[src/design/swp_pkg.sv]
package swp_pkg;

  localparam int unsigned SampleW = 16;
  localparam int unsigned SlotW   = 7;

  typedef enum logic [1:0] {
    ST_IDLE,
    ST_DEL,
    ST_INS
  } swp_state_e;

  typedef enum logic [1:0] {
    OP_HOLD,
    OP_DEL,
    OP_INS
  } swp_op_e;

  typedef struct packed {
    swp_op_e              op;
    logic [SampleW-1:0]   key;
  } swp_cell_ctrl_t;

endpackage

[src/design/swp_cell.sv]
module swp_cell import swp_pkg::*; (
  input  logic               clk_i,
  input  logic               rst_ni,
  input  swp_cell_ctrl_t     ctrl_i,
  input  logic               top_i,
  input  logic [SampleW-1:0] left_val_i,
  input  logic               left_flag_i,
  input  logic [SampleW-1:0] right_val_i,
  output logic [SampleW-1:0] value_o,
  output logic               flag_o
);

  logic [SampleW-1:0] val_q, val_d;

  // del: flag marks cells at or above the evicted value, which take the right neighbor
  // ins: flag marks cells above the new value, which shift up by one
  always_comb begin
    flag_o = 1'b0;
    val_d  = val_q;
    case (ctrl_i.op)
      OP_DEL: begin
        flag_o = (val_q >= ctrl_i.key);
        val_d  = flag_o ? right_val_i : val_q;
      end
      OP_INS: begin
        flag_o = (val_q > ctrl_i.key) || top_i;
        if (left_flag_i) begin
          val_d = left_val_i;
        end else if (flag_o) begin
          val_d = ctrl_i.key;
        end
      end
      default: begin
        flag_o = 1'b0;
        val_d  = val_q;
      end
    endcase
  end

  always_ff @(posedge clk_i or negedge rst_ni) begin
    if (!rst_ni) begin
      val_q <= '0;
    end else begin
      val_q <= val_d;
    end
  end

  assign value_o = val_q;

endmodule

[config.mk]
export PLATFORM = sky130hd
export DESIGN_NAME = swp_cell
export DESIGN_NICKNAME = d
export VERILOG_FILES = /design/src/design/swp_pkg.sv /design/src/design/swp_cell.sv
export SDC_FILE = /design/constraint.sdc
export NUM_CORES = 1
export LEC_CHECK = 0
export ABC_AREA = 1
export BUFFER_PORTS_ARGS = -buffer_cell sky130_fd_sc_hd__buf_2
export CORE_MARGIN = 3
export CORE_UTILIZATION = 42
export CTS_CLUSTER_SIZE = 10
export DETAILED_ROUTE_END_ITERATION = 8
export HOLD_SLACK_MARGIN = 0.1
export PLACE_DENSITY = 0.87
export SYNTH_ARGS = -nofsm -noshare
export SYNTH_HDL_FRONTEND = slang
export SYNTH_SLANG_ARGS = --single-unit
[constraint.sdc]
create_clock -name clk_i -period 1.6 [get_ports clk_i]
set_input_delay 0.08 -clock clk_i [delete_from_list [all_inputs] [get_ports clk_i]]
set_output_delay 0.08 -clock clk_i [all_outputs]
set_load 0.02 [all_outputs]
==> metrics.csv <==
metric,value,unit
P_int,1480,µW
# fillers,262,
sw power,1210,µW
hold-critical path depth,5,
CTS Buf Count,3,
layout cell share with drive strength beyond 1,44.9,%
H-tree depth,1,
Antenna Nets Post-Route,0,
fin cells,369,
clk_lat worst skew,0.31,ns
die height,65.5,µm
final hold slack,0.103,ns
Seq pwr share,26.1,%
Max Clk Rate,468,MHz
setup violators final,17,
clk sinks,16,
failing checks,negative setup slack,
Worst Min Path Start,right_val_i[10],
final net count,398,
clock root cell,clkbuf_4,
dpl hpwl,3.70,mm
Final Hold Viols,0,
Mean Syn Cell Area,6.56,µm²
CTS clock-pin slew for the worst setup and hold paths,0.11,ns
reg-to-reg setup timing slack,-0.47,ns
Netlist cell types,21,
Setup Skew,0.00830,ns
DR vias/cell,5.41,
type of the most critical hold path,in -> reg,
outcome,"finished, violations left",
router iterations before antenna repair,5,
slowest cell delay on critical path,0.45,ns
CTS tree,done,
initial antenna violation count,0,
crit start category,flop,
YS warnings,0,
vias in the first global route,1769,
Crit Path Max Fanout,3,
crit-path cells,"ha_4, nand2_4, nor2_4, o21ai_2, nand3_2, nand2_2, nand2_1, nand2_2, nand2_2, nand2_2, a21oi_4, buf_6",
slowest CP cell,dfrtp_2,
Syn-to-layout area delta,57.4,%
Die W,65.5,µm
leakage power total,0.00130,µW
Tcrit/Tclk final,134,%
"Design Area, Final",0.00234,mm²
"Top cell by count, worst path",nand2_2,
max_cap viols,0,
worst r2r src,value_o[11]$_DFFE_PN0P_,
Routed WL,5.30,mm
Clock Power Share,10.7,%
All-Layer GR Usage,23.5,%
Critical Path AT,2.06,ns
via count,1996,
DIE AREA,0.00430,mm²
Post-DP Area,0.00216,mm²
Cells after Synth,227,
mapped cell area,0.00149,mm²
Yosys reg bits,16,
R2R Path End,value_o[3]$_DFFE_PN0P_,
Multi-input gate area,0.00112,mm²
Gate power share,63.2,%
final slew viol count,0,
initial cell density of the core,46.5,%
maximum vdd drop,716,µV
Hold Crit Endpoint,value_o[10]$_DFFE_PN0P_,
Power Density,1150,mW/mm²
Final min period,2.14,ns
R2R depth,10,
Setup WS pre-CTS,-0.268,ns
CP Capture Type,output port,
final worst slack,-0.538,ns
Placed Instances,362,
Inserted Diodes,0,
Starting DRT DRC Count,148,
slew margin rel.,74.3,%
Placeable Area,0.00320,mm²
setup repair after global routing missed its margin,true,
syn nets,299,
Worst EP required,1.52,ns
register area share after synthesis,26.9,%
first-pass GRT wire length,7.85,mm
drt wl/cell,14.4,µm
I/O pin count,71,
switching part of the total power,44.9,%
GP Congestion,0.883,
Reg area,415,µm²
IO Port Bufs,70,
max reg flops,16,
total gr overflow,0,
DRC,0,
largest net degree at the start of global routing,19,
critical path class,reg -> out,
buffer depth of the longest clock path,2,
num rows,20,
Slew @ Worst Pin,0.386,ns
total power,2690,µW
-- cells in the mapped netlist --
cell type	instances	share of area [%]
buf_4	2	1.0
nor2_2	1	0.42
inv_2	1	0.25
o21ai_1	1	0.34
buf_6	1	0.76
buf_1	1	0.25
or2_2	1	0.42
nand2_4	2	1.5
ha_1	18	15
nor2_1	19	4.8
o21ai_0	33	11
nand3_1	21	7.1
clkbuf_1	3	0.76
dfrtp_1	16	27
inv_1	28	7.1
nand3_4	1	1.2
nand4_1	1	0.42
nor3_2	1	0.67
nand2_1	68	17
nand2_2	2	0.84
a21oi_1	6	2.0
-- repair_timing --
item,in CTS,in global routing
gates cloned,0,0
pin swaps,5,1
hold buffers,1,0
gates resized for setup,12,12
endpoints found under the setup margin,17,17
hold endpoints to repair,16,0
buffers inserted,2,0
-- cell type report --
type	count	area share, %
multi-input combinational	175	47.7
timing repair buffer	101	26.1
clock buffer	4	1.55
tap	44	2.35
inverter	29	4.64
sequential	16	17.7
-- metal layers --
metal	share of wire, %	up-vias	GRT usage [%]
met1	40	940	30.4
met4	1.7	0	7.51
met2	51	111	39.1
met5	0	-	0
met3	7.9	14	4.79
li1	-	931	-
-- cell usage in the layout (no fill, tap or decap), types with 2 or more instances in the layout --
cell type / Yosys / routed
buf_2: 0 / 69
dfrtp_1: 16 / 4
ha_1: 18 / 9
a21oi_1: 6 / 3
nand2_4: 2 / 2
nand2_1: 68 / 62
clkbuf_4: 0 / 3
inv_1: 28 / 28
dfrtp_2: 0 / 12
buf_4: 2 / 25
nand3_1: 21 / 19
nand3_2: 0 / 2
buf_6: 1 / 6
ha_4: 0 / 9
a21oi_2: 0 / 2
nor2_1: 19 / 19
o21ai_0: 33 / 33
nand2_2: 2 / 7
-- per-stage QoR --
step           utilization, %  TNS [ns]
2_1_floorplan               -     -2.16
3_3_place_gp             67.4     -3.77
3_5_place_dp             67.4     -4.40
4_1_cts                  70.9     -5.45
5_1_grt                  73.2     -8.64
6_report                 73.2     -7.43
-- power groups by stage --
stage	registers (µW)	logic, µW	clock network [µW]
2_1_floorplan	904	620	0
3_3_place_gp	684	1440	0
3_5_place_dp	690	1480	0
4_1_cts	688	1590	290
5_1_grt	718	1860	300
6_report	702	1700	289
-- cells by family (layout without fill, tap and decap cells) --
logic type | Yosys count | in the layout | synth area share, %
flops | 16 | 16 | 26.9
buf+inv | 36 | 134 | 10.1
fa+ha+maj | 18 | 18 | 15.1
compound gates | 40 | 40 | 13.4
simple gates | 117 | 117 | 34.5
-- worst max-delay path by stage --
stage / start / endpoint / slack [ns] / cells after the start
2_1_floorplan: value_o[15]$_DFFE_PN0P_ / value_o[1]$_DFFE_PN0P_ / -0.18 / 11
3_3_place_gp: value_o[5]$_DFFE_PN0P_ / value_o[6]$_DFFE_PN0P_ / -0.23 / 12
3_5_place_dp: value_o[5]$_DFFE_PN0P_ / value_o[4]$_DFFE_PN0P_ / -0.27 / 12
4_1_cts: value_o[7]$_DFFE_PN0P_ / flag_o / -0.45 / 12
5_1_grt: value_o[13]$_DFFE_PN0P_ / flag_o / -0.59 / 8
6_report: value_o[7]$_DFFE_PN0P_ / flag_o / -0.54 / 12
-- critical path, delay by kind of cell, from the launching register on --
family / cells / cell delay (ns)
buffers and inverters: 1 / 0.13
adder cells (fa/ha/maj): 1 / 0.28
AO/OA/AOI/OAI: 2 / 0.24
flip-flops: 1 / 0.45
AND/OR/NAND/NOR: 8 / 0.64
Note: power is estimated with default switching activity, not from simulation.
